**src/rtl/audio_sample_ring_buffer_unit_defines.svh**
```systemverilog
// Assertion macros for the audio sample ring buffer.
// Taken in by the top level; no other dependencies.
`ifndef AUDIO_SAMPLE_RING_BUFFER_UNIT_DEFINES_SVH
`define AUDIO_SAMPLE_RING_BUFFER_UNIT_DEFINES_SVH

// same-cycle implication
`define ASRB_ASSERT_NOW(lbl, ante, cons, msg) \
    lbl: assert property (@(posedge clk) disable iff (!rst_n) (ante) |-> (cons)) \
        else $error(msg);

// next-cycle implication
`define ASRB_ASSERT_NEXT(lbl, ante, cons, msg) \
    lbl: assert property (@(posedge clk) disable iff (!rst_n) (ante) |=> (cons)) \
        else $error(msg);

`endif

```
**src/rtl/asrb_pkg.sv**
```systemverilog
// Shared types and constants for the audio sample ring buffer.
// No dependencies.
package asrb_pkg;

    localparam int CAPACITY_DEF    = 1024;
    localparam int SAMPLE_BITS_DEF = 16;

    localparam int OPCODE_BITS  = 3;
    localparam int SAMPLE_W     = 16;
    localparam int AMOUNT_BITS  = 11;
    localparam int FILL_BITS    = 11;
    localparam int OVERRUN_BITS = 16;
    localparam int IN_DATA_BITS  = 32;
    localparam int OUT_DATA_BITS = 48;

    localparam logic [OVERRUN_BITS-1:0] OVERRUN_MAX = '1;

    typedef enum logic [OPCODE_BITS-1:0] {
        OP_PUSH    = 3'd0,
        OP_READ    = 3'd1,
        OP_PEEK    = 3'd2,
        OP_ADVANCE = 3'd3,
        OP_CLEAR   = 3'd4
    } op_t;

    typedef struct packed {
        logic                    rd;
        logic                    ok;
        logic [FILL_BITS-1:0]    fill;
        logic [OVERRUN_BITS-1:0] overrun;
    } meta_t;

    typedef struct packed {
        logic s1_valid;
        logic out_valid;
    } out_status_t;

endpackage

```
**src/rtl/asrb_out.sv**
```systemverilog
// Access stage and output register: merges RAM read data with the result fields.
// Depends on asrb_pkg.
module asrb_out #(
    parameter int SAMPLE_BITS = asrb_pkg::SAMPLE_BITS_DEF
) (
    input  logic                                 clk,
    input  logic                                 rst_n,
    input  logic                                 accept,
    input  asrb_pkg::meta_t                      meta,
    input  logic [SAMPLE_BITS-1:0]               rdata,
    input  logic                                 m_tready,
    output logic                                 m_tvalid,
    output logic [asrb_pkg::OUT_DATA_BITS-1:0]   m_tdata,
    output logic                                 in_ready,
    output asrb_pkg::out_status_t                status
);

    localparam int PAD = asrb_pkg::OUT_DATA_BITS - asrb_pkg::SAMPLE_W - 1
                         - asrb_pkg::FILL_BITS - asrb_pkg::OVERRUN_BITS;

    logic s1_valid_reg, s1_valid_next;
    logic out_valid_reg, out_valid_next;
    asrb_pkg::meta_t s1_meta_reg;
    logic [asrb_pkg::OUT_DATA_BITS-1:0] out_data_reg, out_data_next;

    logic s1_move;
    logic signed [SAMPLE_BITS-1:0] rs;
    logic signed [31:0] rx;
    logic [asrb_pkg::SAMPLE_W-1:0] sample_out;

    assign s1_move  = s1_valid_reg && (!out_valid_reg || m_tready);
    assign in_ready = !s1_valid_reg || !out_valid_reg || m_tready;

    assign rs = signed'(rdata);
    assign rx = 32'(rs);
    assign sample_out = s1_meta_reg.rd ? rx[asrb_pkg::SAMPLE_W-1:0] : '0;

    always_comb
    begin
        s1_valid_next  = accept ? 1'b1 : (s1_move ? 1'b0 : s1_valid_reg);
        out_valid_next = s1_move ? 1'b1 : (m_tready ? 1'b0 : out_valid_reg);
        out_data_next  = {PAD'(0), s1_meta_reg.overrun, s1_meta_reg.fill,
                          s1_meta_reg.ok, sample_out};
    end

    always_ff @(posedge clk or negedge rst_n)
    begin
        if (!rst_n)
        begin
            s1_valid_reg  <= 1'b0;
            out_valid_reg <= 1'b0;
        end
        else
        begin
            s1_valid_reg  <= s1_valid_next;
            out_valid_reg <= out_valid_next;
        end
    end

    always_ff @(posedge clk)
    begin
        if (accept)
        begin
            s1_meta_reg <= meta;
        end
        if (s1_move)
        begin
            out_data_reg <= out_data_next;
        end
    end

    assign m_tvalid = out_valid_reg;
    assign m_tdata  = out_data_reg;
    assign status.s1_valid  = s1_valid_reg;
    assign status.out_valid = out_valid_reg;

endmodule

```
**config.mk**
```make
export PLATFORM = sky130hd
export DESIGN_NAME = asrb_out
export DESIGN_NICKNAME = d
export VERILOG_FILES = /design/src/rtl/audio_sample_ring_buffer_unit_defines.svh /design/src/rtl/asrb_pkg.sv /design/src/rtl/asrb_out.sv
export SDC_FILE = /design/constraint.sdc
export NUM_CORES = 1
export LEC_CHECK = 0
export ABC_AREA = 1
export BUFFER_PORTS_ARGS = -buffer_cell sky130_fd_sc_hd__buf_2
export CAP_MARGIN = 20
export CORE_AREA = 8 8 91 77
export DETAILED_ROUTE_END_ITERATION = 8
export DIE_AREA = 0 0 99 85
export PLACE_DENSITY = 0.76
export SLEW_MARGIN = 10
export SYNTH_ARGS = -nofsm -noshare
export SYNTH_HDL_FRONTEND = slang
export SYNTH_SLANG_ARGS = --single-unit
export TNS_END_PERCENT = 50
```
**constraint.sdc**
```tcl
create_clock -name clk -period 3.4 [get_ports clk]
set_clock_uncertainty 0.1 [all_clocks]
set_input_delay 0 -clock clk [delete_from_list [all_inputs] [get_ports clk]]
set_output_delay 0 -clock clk [all_outputs]
set_load 0.01 [all_outputs]
```
==> reports/results.txt <==
The flow ran to the end, and the final reports show no timing, DRC or antenna violations. The tools report the category of the worst setup path launch point as a flop. The worst stage delay on the critical path was 0.47 ns; the register area share after synthesis was 90.1%. The tightest min-delay check is of the in -> reg type. In this run the power density over the cells is 547 nW/um^2. The flop and latch count out of synthesis is 75, and the data arrival time at the worst-slack endpoint is 1.43 ns.

Unique cell type count in the Yosys netlist: 11. TritonCTS built the clock tree. Class of the most critical setup path: reg -> reg. For the remaining routing DRC violations, the log shows 0. The clock latency reported for the late side of the worst-skew pair was 0.33 ns; the number of hold-slack violations in the final timing report was 0.

The global-route usage over all layers is 13.8%, and the number of I/O port buffers is 96. The leakage power is 1.62 nW. The initial core utilization is 44.4%.

During synthesis, Yosys emitted a total of 0 warnings. After detailed routing, the number of vias per cell comes to 4.28. The die span in y was 85 um.

The via count of the first global-routing pass came out at 1658. The first global-routing pass estimated 8760 um of wire. The peak ir drop on the vdd network is 0.403 mV, and the average routed wire per standard cell is 15.9 um.

The internal power contribution is 0.00161 W, and the number of max-cap violations is 0. At the worst endpoint, the required time is 3.27 ns. Registers are responsible for 56.0% of the overall power.

No sink is reached through more buffers than the 2 on the longest clock path. Setup repair after global routing left no endpoint under its margin. Entering global routing, the biggest net connects 45 pins.

Traced cell by cell, the critical path runs through a21oi_4, buf_4. Adding up every negative setup slack in the final design gives 0 ns. The remaining global-route overflow came out at 0. The boundary pin count is 101, and the part of the total power dissipated in combinational logic is 9.5%. For this run, the post-layout net count is 324. The clock tree synthesis step divided the H-tree into 3 levels.

In this run the remaining antenna-violating nets after routing total 0. The run gives 3010 sq um as the area of placed instances. The die extent in x is 99 um, and the switching component of the power is 0.000409 W. The initialized floorplan defines 25 standard-cell rows.

The synthesized area per cell was 20.1 sq um. Net switching is 20.3% of the power. Number of antenna violations at the first check in global routing: 0.

The utilization after layout is 65.8%. The number of failing setup endpoints in the final timing report was 0. The number of flip-flops under the largest register name works out to 44. The run gives 8420 sq um as the overall die area. The tools report the endpoint type of the worst setup path as a flop.

TritonCTS created 9 clock buffers. The post-route cell area was 3680 sq um; the post-route clock period utilization was 46.1%. For the max-slew violation count, the log shows 0.

For the placeable core region, the log shows 5600 sq um. The run gives 75 as the number of clock sinks. The tree is rooted in a sky130_fd_sc_hd__clkbuf_8. The violation count after the first detailed-route iteration is 52. The clock share of power was 34.5%; the routability congestion estimate from global placement was 0.763. The ratio of cells with drive above 1 in the final layout works out to 40.9%. The largest individual stage delay along the critical path comes from the cell sky130_fd_sc_hd__buf_4. The clock edge transition at the registers on the reported setup and hold paths came out at 0.07 ns. The tools report the area of the mapped netlist as 2490 sq um. The normalized max-slew margin is 56.5%, and the number of buffers and inverters on the critical path is 1. The logs give 4 for the number of optimization iterations in the first detailed-route pass and 3350 um for the detailed-placement wirelength estimate. The cell type group with the largest total delay on the critical path is buffers and inverters. The total wirelength of the detailed-routed design is 5500 um, and the actual transition at the worst max-transition pin is 0.653 ns. From synthesis to final layout, the design area changed by 48.1%.

The tools report the total via count in the routed design as 1482. The largest fanout on the critical path was 44; the time the final worst path needs with I/O delays and setup was 1.57 ns. The tools report the achievable frequency as 0.639 GHz.

The number of antenna diodes in the final layout is 0. Synthesis produced a netlist whose cell count is 124. After filler insertion, the fill cell instance count of the layout stands at 379.
[stage by stage]
stage	hold slack, ns	cells	power (W)	setup WS (ns)
2_1_floorplan	-0.396	127	0.00121	0.202
3_3_place_gp	-0.316	283	0.00129	1.89
3_5_place_dp	-0.307	283	0.00130	1.83
4_1_cts	0.103	346	0.00203	1.81
5_1_grt	0.131	346	0.00210	1.74
6_report	0.108	346	0.00202	1.83
[repair_timing]
item,CTS,global route
buffers inserted,0,0
resized for setup,0,0
endpoints found under the hold margin,49,0
hold buffers,48,0
[power groups by stage]
stage / Clock (W) / Combinational [W] / Sequential (W)
2_1_floorplan: 0 / 0.0000441 / 0.00117
3_5_place_dp: 0 / 0.000148 / 0.00115
6_report: 0.000695 / 0.000191 / 0.00113
3_3_place_gp: 0 / 0.000145 / 0.00115
4_1_cts: 0.000713 / 0.000191 / 0.00113
5_1_grt: 0.000755 / 0.000209 / 0.00114
[cell usage after synthesis (all sizes together)]
master / instances / area share, %
nand3: 1 / 0.20
buf: 8 / 3.1
dfrtp: 2 / 2.0
inv: 19 / 2.9
nand2: 19 / 3.4
a21oi: 1 / 0.20
conb: 1 / 0.15
edfxtp: 73 / 88
[placed cells by master (no fill, tap or decap)]
master / n
sky130_fd_sc_hd__a21oi_4: 1
sky130_fd_sc_hd__buf_2: 96
sky130_fd_sc_hd__buf_4: 1
sky130_fd_sc_hd__bufinv_16: 2
sky130_fd_sc_hd__clkbuf_1: 3
sky130_fd_sc_hd__clkbuf_8: 9
sky130_fd_sc_hd__clkinv_1: 1
sky130_fd_sc_hd__conb_1: 4
sky130_fd_sc_hd__dfrtp_1: 2
sky130_fd_sc_hd__dlygate4sd3_1: 48
sky130_fd_sc_hd__edfxtp_1: 73
sky130_fd_sc_hd__inv_1: 19
sky130_fd_sc_hd__nand2_1: 14
sky130_fd_sc_hd__nand2_2: 5
sky130_fd_sc_hd__nand3_1: 1
[cell families after synthesis]
| family | Yosys count | synth area share [%] |
|---|---|---|
| other cells | 1 | 0.151 |
| compound gates | 1 | 0.201 |
| buf+inv | 27 | 5.94 |
| flops | 75 | 90.1 |
| simple gates | 20 | 3.57 |
[worst paths after layout]
check	from	end	slack [ns]	depth (start not counted)
min in group asynchronous	rst_n	m_tvalid	0.45	3
worst min register to register	out_data_next[41]	m_tdata[41]	0.32	0
worst max-delay path	m_tvalid	m_tdata[29]	1.83	2
max in group asynchronous	rst_n	s1_valid_reg	2.62	3
worst max register to register	m_tvalid	m_tdata[29]	1.83	2
worst min-delay path	accept	s1_valid_reg	0.11	3
[area by class of cell]
| cell class | instances | area, sq um | share of cell area, % |
|---|---|---|---|
| Clock inverter | 3 | 63.8 | 1.73 |
| Timing Repair Buffer | 145 | 968 | 26.3 |
| Clock buffer | 12 | 135 | 3.67 |
| Sequential cell | 75 | 2240 | 60.8 |
| Inverter | 19 | 71.3 | 1.94 |
| Multi-Input combinational cell | 25 | 120 | 3.26 |
| Tap cell | 67 | 83.8 | 2.28 |
[layer usage]
metal | share of wire, % | track usage [%]
met5 | 0 | 0
met4 | 0.69 | 4.17
met3 | 17 | 11.2
met2 | 47 | 22.5
met1 | 36 | 12.9
[worst reg2reg max path, stage by stage (launching register included)]
cell and delay (ns):
sky130_fd_sc_hd__dfrtp_1 0.44, sky130_fd_sc_hd__a21oi_4 0.17, sky130_fd_sc_hd__buf_4 0.47
(Power assumes the default switching activity.)
