[config.mk]
export PLATFORM = sky130hd
export DESIGN_NAME = asrb_ctrl
export DESIGN_NICKNAME = d
export VERILOG_FILES = /design/src/rtl/audio_sample_ring_buffer_unit_defines.svh /design/src/rtl/asrb_pkg.sv /design/src/rtl/asrb_ctrl.sv
export SDC_FILE = /design/constraint.sdc
export NUM_CORES = 1
export LEC_CHECK = 0
export ABC_AREA = 1
export BUFFER_PORTS_ARGS = -buffer_cell sky130_fd_sc_hd__buf_2
export CAP_MARGIN = 20
export CORE_MARGIN = 1
export CORE_UTILIZATION = 37
export CTS_CLUSTER_DIAMETER = 150
export DETAILED_ROUTE_END_ITERATION = 10
export RECOVER_POWER = 100
export SYNTH_ARGS = -nofsm -noshare
export SYNTH_HDL_FRONTEND = slang
export SYNTH_SLANG_ARGS = --single-unit
[constraint.sdc]
create_clock -name clk -period 6.2 [get_ports clk]
set_input_delay 0.93 -clock clk [delete_from_list [all_inputs] [get_ports clk]]
set_output_delay 0.93 -clock clk [all_outputs]
set_load 0.01 [all_outputs]
[src/rtl/audio_sample_ring_buffer_unit_defines.svh]
// Assertion macros for the audio sample ring buffer.
// Taken in by the top level; no other dependencies.
`ifndef AUDIO_SAMPLE_RING_BUFFER_UNIT_DEFINES_SVH
`define AUDIO_SAMPLE_RING_BUFFER_UNIT_DEFINES_SVH

// same-cycle implication
`define ASRB_ASSERT_NOW(lbl, ante, cons, msg) \
    lbl: assert property (@(posedge clk) disable iff (!rst_n) (ante) |-> (cons)) \
        else $error(msg);

// next-cycle implication
`define ASRB_ASSERT_NEXT(lbl, ante, cons, msg) \
    lbl: assert property (@(posedge clk) disable iff (!rst_n) (ante) |=> (cons)) \
        else $error(msg);

`endif

[src/rtl/asrb_pkg.sv]
// Shared types and constants for the audio sample ring buffer.
// No dependencies.
package asrb_pkg;

    localparam int CAPACITY_DEF    = 1024;
    localparam int SAMPLE_BITS_DEF = 16;

    localparam int OPCODE_BITS  = 3;
    localparam int SAMPLE_W     = 16;
    localparam int AMOUNT_BITS  = 11;
    localparam int FILL_BITS    = 11;
    localparam int OVERRUN_BITS = 16;
    localparam int IN_DATA_BITS  = 32;
    localparam int OUT_DATA_BITS = 48;

    localparam logic [OVERRUN_BITS-1:0] OVERRUN_MAX = '1;

    typedef enum logic [OPCODE_BITS-1:0] {
        OP_PUSH    = 3'd0,
        OP_READ    = 3'd1,
        OP_PEEK    = 3'd2,
        OP_ADVANCE = 3'd3,
        OP_CLEAR   = 3'd4
    } op_t;

    typedef struct packed {
        logic                    rd;
        logic                    ok;
        logic [FILL_BITS-1:0]    fill;
        logic [OVERRUN_BITS-1:0] overrun;
    } meta_t;

    typedef struct packed {
        logic s1_valid;
        logic out_valid;
    } out_status_t;

endpackage

[src/rtl/asrb_ctrl.sv]
// Cursor, count and overrun state; decodes one accepted word per cycle into its RAM access, if any.
// Depends on asrb_pkg.
module asrb_ctrl #(
    parameter int CAPACITY    = asrb_pkg::CAPACITY_DEF,
    parameter int SAMPLE_BITS = asrb_pkg::SAMPLE_BITS_DEF
) (
    input  logic                                clk,
    input  logic                                rst_n,
    input  logic                                accept,
    input  logic [asrb_pkg::OPCODE_BITS-1:0]    opcode,
    input  logic signed [asrb_pkg::SAMPLE_W-1:0] sample_in,
    input  logic [asrb_pkg::AMOUNT_BITS-1:0]    amount,
    input  logic                                batch_last,
    output logic                                mem_we,
    output logic [$clog2(CAPACITY)-1:0]         mem_waddr,
    output logic [SAMPLE_BITS-1:0]              mem_wdata,
    output logic                                mem_re,
    output logic [$clog2(CAPACITY)-1:0]         mem_raddr,
    output asrb_pkg::meta_t                     meta,
    output logic [$clog2(CAPACITY+1)-1:0]       fill_level
);

    localparam int PW = $clog2(CAPACITY);
    localparam int CW = $clog2(CAPACITY + 1);
    localparam int AW = ((CW > asrb_pkg::AMOUNT_BITS) ? CW : asrb_pkg::AMOUNT_BITS) + 1;
    localparam logic [AW-1:0] CAP_W   = AW'(CAPACITY);
    localparam logic [PW-1:0] PTR_MAX = PW'(CAPACITY - 1);
    localparam logic [CW-1:0] CAP_C   = CW'(CAPACITY);

    logic [PW-1:0] write_pos_reg, write_pos_next;
    logic [PW-1:0] read_pos_reg, read_pos_next;
    logic [CW-1:0] fill_reg, fill_next;
    logic [CW-1:0] written_reg, written_next;
    logic [asrb_pkg::OVERRUN_BITS-1:0] overrun_reg, overrun_next;
    logic batch_ovf_reg, batch_ovf_next;

    asrb_pkg::op_t op;
    logic [AW-1:0] amount_w;
    logic [AW-1:0] fill_w;
    logic [AW-1:0] written_w;
    logic [AW-1:0] rd_sum;
    logic [AW-1:0] pk_diff;
    logic [AW-1:0] adv_n;
    logic [AW-1:0] adv_sum;
    logic [AW-1:0] fill_out_w;
    logic [PW-1:0] wp_inc;
    logic [PW-1:0] rd_addr;
    logic [PW-1:0] pk_addr;
    logic [PW-1:0] adv_pos;
    logic signed [31:0] sample_x;
    logic full;
    logic ok;
    logic rd;

    assign op        = asrb_pkg::op_t'(opcode);
    assign amount_w  = AW'(amount);
    assign fill_w    = AW'(fill_reg);
    assign written_w = AW'(written_reg);
    assign sample_x  = 32'(sample_in);
    assign full      = (fill_reg == CAP_C);
    assign wp_inc    = (write_pos_reg == PTR_MAX) ? '0 : write_pos_reg + 1'b1;

    always_comb
    begin
        logic [AW-1:0] pk_fix;
        logic [AW-1:0] adv_fix;
        rd_sum  = AW'(read_pos_reg) + amount_w;
        rd_addr = (rd_sum >= CAP_W) ? PW'(rd_sum - CAP_W) : PW'(rd_sum);
        pk_diff = AW'(write_pos_reg) - amount_w;
        pk_fix  = pk_diff + CAP_W;
        pk_addr = pk_diff[AW-1] ? PW'(pk_fix) : PW'(pk_diff);
        adv_n   = (amount_w > fill_w) ? fill_w : amount_w;
        adv_sum = AW'(read_pos_reg) + adv_n;
        adv_fix = adv_sum - CAP_W;
        adv_pos = (adv_sum >= CAP_W) ? PW'(adv_fix) : PW'(adv_sum);
    end

    always_comb
    begin
        write_pos_next = write_pos_reg;
        read_pos_next  = read_pos_reg;
        fill_next      = fill_reg;
        written_next   = written_reg;
        overrun_next   = overrun_reg;
        batch_ovf_next = batch_ovf_reg;
        ok        = 1'b0;
        rd        = 1'b0;
        mem_we    = 1'b0;
        mem_re    = 1'b0;
        mem_raddr = rd_addr;
        unique case (op)
            asrb_pkg::OP_PUSH:
            begin
                mem_we         = accept;
                write_pos_next = wp_inc;
                if (written_reg != CAP_C)
                begin
                    written_next = written_reg + 1'b1;
                end
                if (full)
                begin
                    batch_ovf_next = 1'b1;
                    read_pos_next  = wp_inc;
                end
                else
                begin
                    fill_next = fill_reg + 1'b1;
                end
                ok = !batch_ovf_next;
                if (batch_last)
                begin
                    if (batch_ovf_next && (overrun_reg != asrb_pkg::OVERRUN_MAX))
                    begin
                        overrun_next = overrun_reg + 1'b1;
                    end
                    batch_ovf_next = 1'b0;
                end
            end
            asrb_pkg::OP_READ:
            begin
                ok        = (amount_w < fill_w);
                rd        = ok;
                mem_re    = accept && ok;
                mem_raddr = rd_addr;
            end
            asrb_pkg::OP_PEEK:
            begin
                ok        = (amount_w != '0) && (amount_w <= written_w);
                rd        = ok;
                mem_re    = accept && ok;
                mem_raddr = pk_addr;
            end
            asrb_pkg::OP_ADVANCE:
            begin
                read_pos_next = adv_pos;
                fill_next     = CW'(fill_w - adv_n);
                ok            = 1'b1;
            end
            asrb_pkg::OP_CLEAR:
            begin
                write_pos_next = '0;
                read_pos_next  = '0;
                fill_next      = '0;
                written_next   = '0;
                overrun_next   = '0;
                batch_ovf_next = 1'b0;
                ok             = 1'b1;
            end
            default:
            begin
                ok = 1'b0;
            end
        endcase
    end

    assign mem_waddr  = write_pos_reg;
    assign mem_wdata  = sample_x[SAMPLE_BITS-1:0];
    assign fill_out_w = AW'(fill_next);
    assign fill_level = fill_reg;

    always_comb
    begin
        meta.rd      = rd;
        meta.ok      = ok;
        meta.fill    = fill_out_w[asrb_pkg::FILL_BITS-1:0];
        meta.overrun = overrun_next;
    end

    always_ff @(posedge clk or negedge rst_n)
    begin
        if (!rst_n)
        begin
            write_pos_reg <= '0;
            read_pos_reg  <= '0;
            fill_reg      <= '0;
            written_reg   <= '0;
            overrun_reg   <= '0;
            batch_ovf_reg <= 1'b0;
        end
        else if (accept)
        begin
            write_pos_reg <= write_pos_next;
            read_pos_reg  <= read_pos_next;
            fill_reg      <= fill_next;
            written_reg   <= written_next;
            overrun_reg   <= overrun_next;
            batch_ovf_reg <= batch_ovf_next;
        end
    end

endmodule

==> impl_results.md <==
- CP Cell Sequence: clkbuf_1, ha_1, nand2_1, inv_1, nand2_1, nor2_1, nand2_1, nand3_1, nand2_1, o21ai_0, ha_1, inv_1, fa_1, nand3_1, nand2_1, nand2_1, nand2_1, nand3_1, nand2_1, xnor2_1, o21bai_1, clkbuf_1
- Cells after DPL: 1259
- Crit path kind: in -> out
- Clock Skews: 12.9 ps
- Syn avg cell area: 6.57 um2
- Final WS setup: 866 ps
- Layout cells sized above 1: 5.14%
- CTS tree: built
- Sw Ratio: 50.3%
- Leak: 3.42 nW
- Setup TNS: 0 ps
- Synth Flop Type: dfrtp_1
- Final setup viols: 0
- I/O Buffers: 79
- Crit. End Element: primary output
- Post-Route Utilization: 41.6%
- Vias: 6659
- CP required: 5270 ps
- Synthesized flop and latch total: 59
- Sequential-to-total area share from yosys stat: 22.8%
- Syn Nets: 1089
- Syn Std Cell Area: 6480 um2
- Clock tree sinks: 59
- Initial antenna violation count: 0
- Worst-skew pair later-pin latency: 340 ps
- Post-CTS Resized: 0
- Gr ovfl total: 0
- Psw: 1.35 mW
- Violated checks: capacitance limit, slew limit
- Synth Warn #: 0
- Unrepaired setup endpoints after global routing: no
- Commonest non-fill, non-tap cell in the layout: nand2_1
- # H-tree levels: 3
- Worst r2r dst: fill_level[10]$_DFFE_PN0P_
- GPL Wtd Cong: 0.929
- Slew Viols, Final: 98
- NumNets Final: 1149
- Pwr per Cell Area: 375 nW/um2
- Worst r2r path cells: 23
- Total power: 2.68 mW
- Crit path largest cell delay: 420 ps
- EDFF count, synth: 0
- Slowest-stage cell, CP: fa_1
- Worst slew pin tran: 3490 ps
- Slew margin rel.: -132%
- Clock root buffer: clkbuf_16
- Core Area: 17200 um2
- Hold EP: overrun_reg[15]$_DFFE_PN0P_
- Worst Hold Class: reg -> reg
- Area Growth Syn to Fin: 10.3%
- CP Data Arrival Time: 4400 ps
- Critical path peak fanout: 20
- Final instance area: 7150 um2
- Yosys cell types: 55
- Internal: 1.33 mW
- Startpoint Class: input pin
- Die area: 18100 um2
- Max cap viols: 2
- Clock power share: 18.6%
- Min Hold Slack: 536 ps
- FP Rows: 48
- Final period util: 86.0%
- WL final: 20200 um
- Pin count of the biggest net entering global routing: 60
- Min cycle time layout: 5330 ps
- Cell type group with the largest total delay on the critical path: simple AND/OR/NAND/NOR gates
- Vias/cell: 5.22
- First-pass GRT wire length: 32500 um
- CP Buf/Inv Count: 4
- Drt initial violations: 508
- Hold Crit Depth: 2
- Status: complete, but fails checks
- ANT nets after route: 0
- # Post-CTS Setup Buffers: 0
- Die width: 134 um
- Hold-fix buffers, CTS: 0
- Worst setup startpoint: amount[4]
- Hold Startpoint: overrun_reg[15]$_DFFE_PN0P_
- Most frequent cells in the layout: nand2_1, inv_1, o21ai_0
- Die H: 134 um
- Max Fclk: 0.187 GHz
- DP Area: 6970 um2
- Reg area: 1480 um2
- Internal reg-to-reg setup slack: 2070 ps
- R2R Path Start: fill_level[10]$_DFFE_PN0P_
- CTS clk-pin slew, worst paths: 60 ps
- Area of the multi-input gates: 4250 um2
- Hold Fails Final Rpt: 0
- HPWL Detailed: 16100 um
- CP dominant cell by count: nand2_1
- Max reg flops: 16
- Fill count: 1929
- Syn Inst Count: 986
- Logic pwr share: 58.9%
- Iteration count of the initial detailed-routing pass: 5
- Diode count: 0
- Place WS: 950 ps
- Asr flop ratio synth: 100%
- Clock buffer depth: 2
- Routed WL per cell: 15.8 um
- Residual DRC: 0
- Reg power frac: 22.5%
- Non-Filler Instances: 1275
- Vias in the first global route: 6143
- Initial Util: 37.7%
- Max rail drop VDD: 0.187 mV
- Total CTS buffers: 9
- Total track usage: 23.2%
- I/O Pins: 112
layout make-up:
| class | instances | share of cell area [%] |
|---|---|---|
| clock buffer | 10 | 3.20 |
| clock inverter | 5 | 0.770 |
| inverter | 136 | 7.35 |
| multi-input combinational | 758 | 59.4 |
| sequential | 59 | 20.6 |
| tap | 225 | 3.94 |
| timing repair buffer | 82 | 4.74 |
per-layer routing:
layer  global-route usage, %  routed length (um)  vias up
met5                       0                   0        -
met4                    7.99                 528        0
met3                    3.67                1080       35
met2                    35.8                8760      184
met1                    32.7                9840     3033
li1                        -                   -     3407
worst max path at each step:
stage	endpoint	cells past startpoint	slack, ps
finish	meta[26]	22	870
global route	meta[26]	22	380
CTS	meta[26]	22	870
detailed placement	meta[26]	22	950
global placement	meta[26]	22	1030
floorplan	meta[26]	23	1560
tightest hold or removal path, stage by stage (launching register included):
cell and delay, ps:
dfrtp_1 380, nand2_1 70, nand2_1 60
power by group through the flow:
stage | Sequential, mW | Combinational [mW] | Clock (mW)
floorplan | 0.574 | 1.16 | 0
global placement | 0.607 | 1.59 | 0
detailed placement | 0.609 | 1.59 | 0
CTS | 0.603 | 1.60 | 0.513
global route | 0.619 | 1.82 | 0.527
finish | 0.603 | 1.58 | 0.499
synthesized netlist by cell type, types with 3 or more instances:
| master | number | share of area [%] |
|---|---|---|
| o31ai_1 | 4 | 0.46 |
| nor2_1 | 76 | 4.4 |
| o21bai_1 | 5 | 0.58 |
| nor4_1 | 5 | 0.48 |
| clkinv_1 | 3 | 0.17 |
| clkbuf_1 | 7 | 0.41 |
| nor3_1 | 13 | 1.0 |
| a21oi_1 | 64 | 4.9 |
| a31oi_1 | 6 | 0.58 |
| o22ai_1 | 9 | 0.87 |
| nand2_1 | 263 | 15 |
| inv_2 | 4 | 0.23 |
| xnor2_1 | 3 | 0.41 |
| dfrtp_1 | 59 | 23 |
| o221ai_1 | 6 | 0.81 |
| ha_1 | 65 | 13 |
| nor2_4 | 5 | 0.87 |
| buf_4 | 18 | 2.1 |
| o21ai_0 | 83 | 6.4 |
| nand3_1 | 71 | 5.5 |
| fa_1 | 4 | 1.2 |
| xor2_1 | 18 | 2.4 |
| a21o_1 | 5 | 0.58 |
| buf_2 | 4 | 0.31 |
| inv_1 | 126 | 7.3 |
| o2111ai_1 | 3 | 0.41 |
| nand4_1 | 17 | 1.6 |
cell families (layout without fill, tap and decap cells):
kind of cell,count (synthesis),after routing,share of synthesized area [%]
simple gates,467,467,31.6
compound gates,200,200,17.5
buf+inv,169,233,11.3
fa+ha+maj,69,69,13.8
flops,59,59,22.8
xor+xnor,21,21,2.84
mux,1,1,0.154
Power figures use the tool's default switching activity.
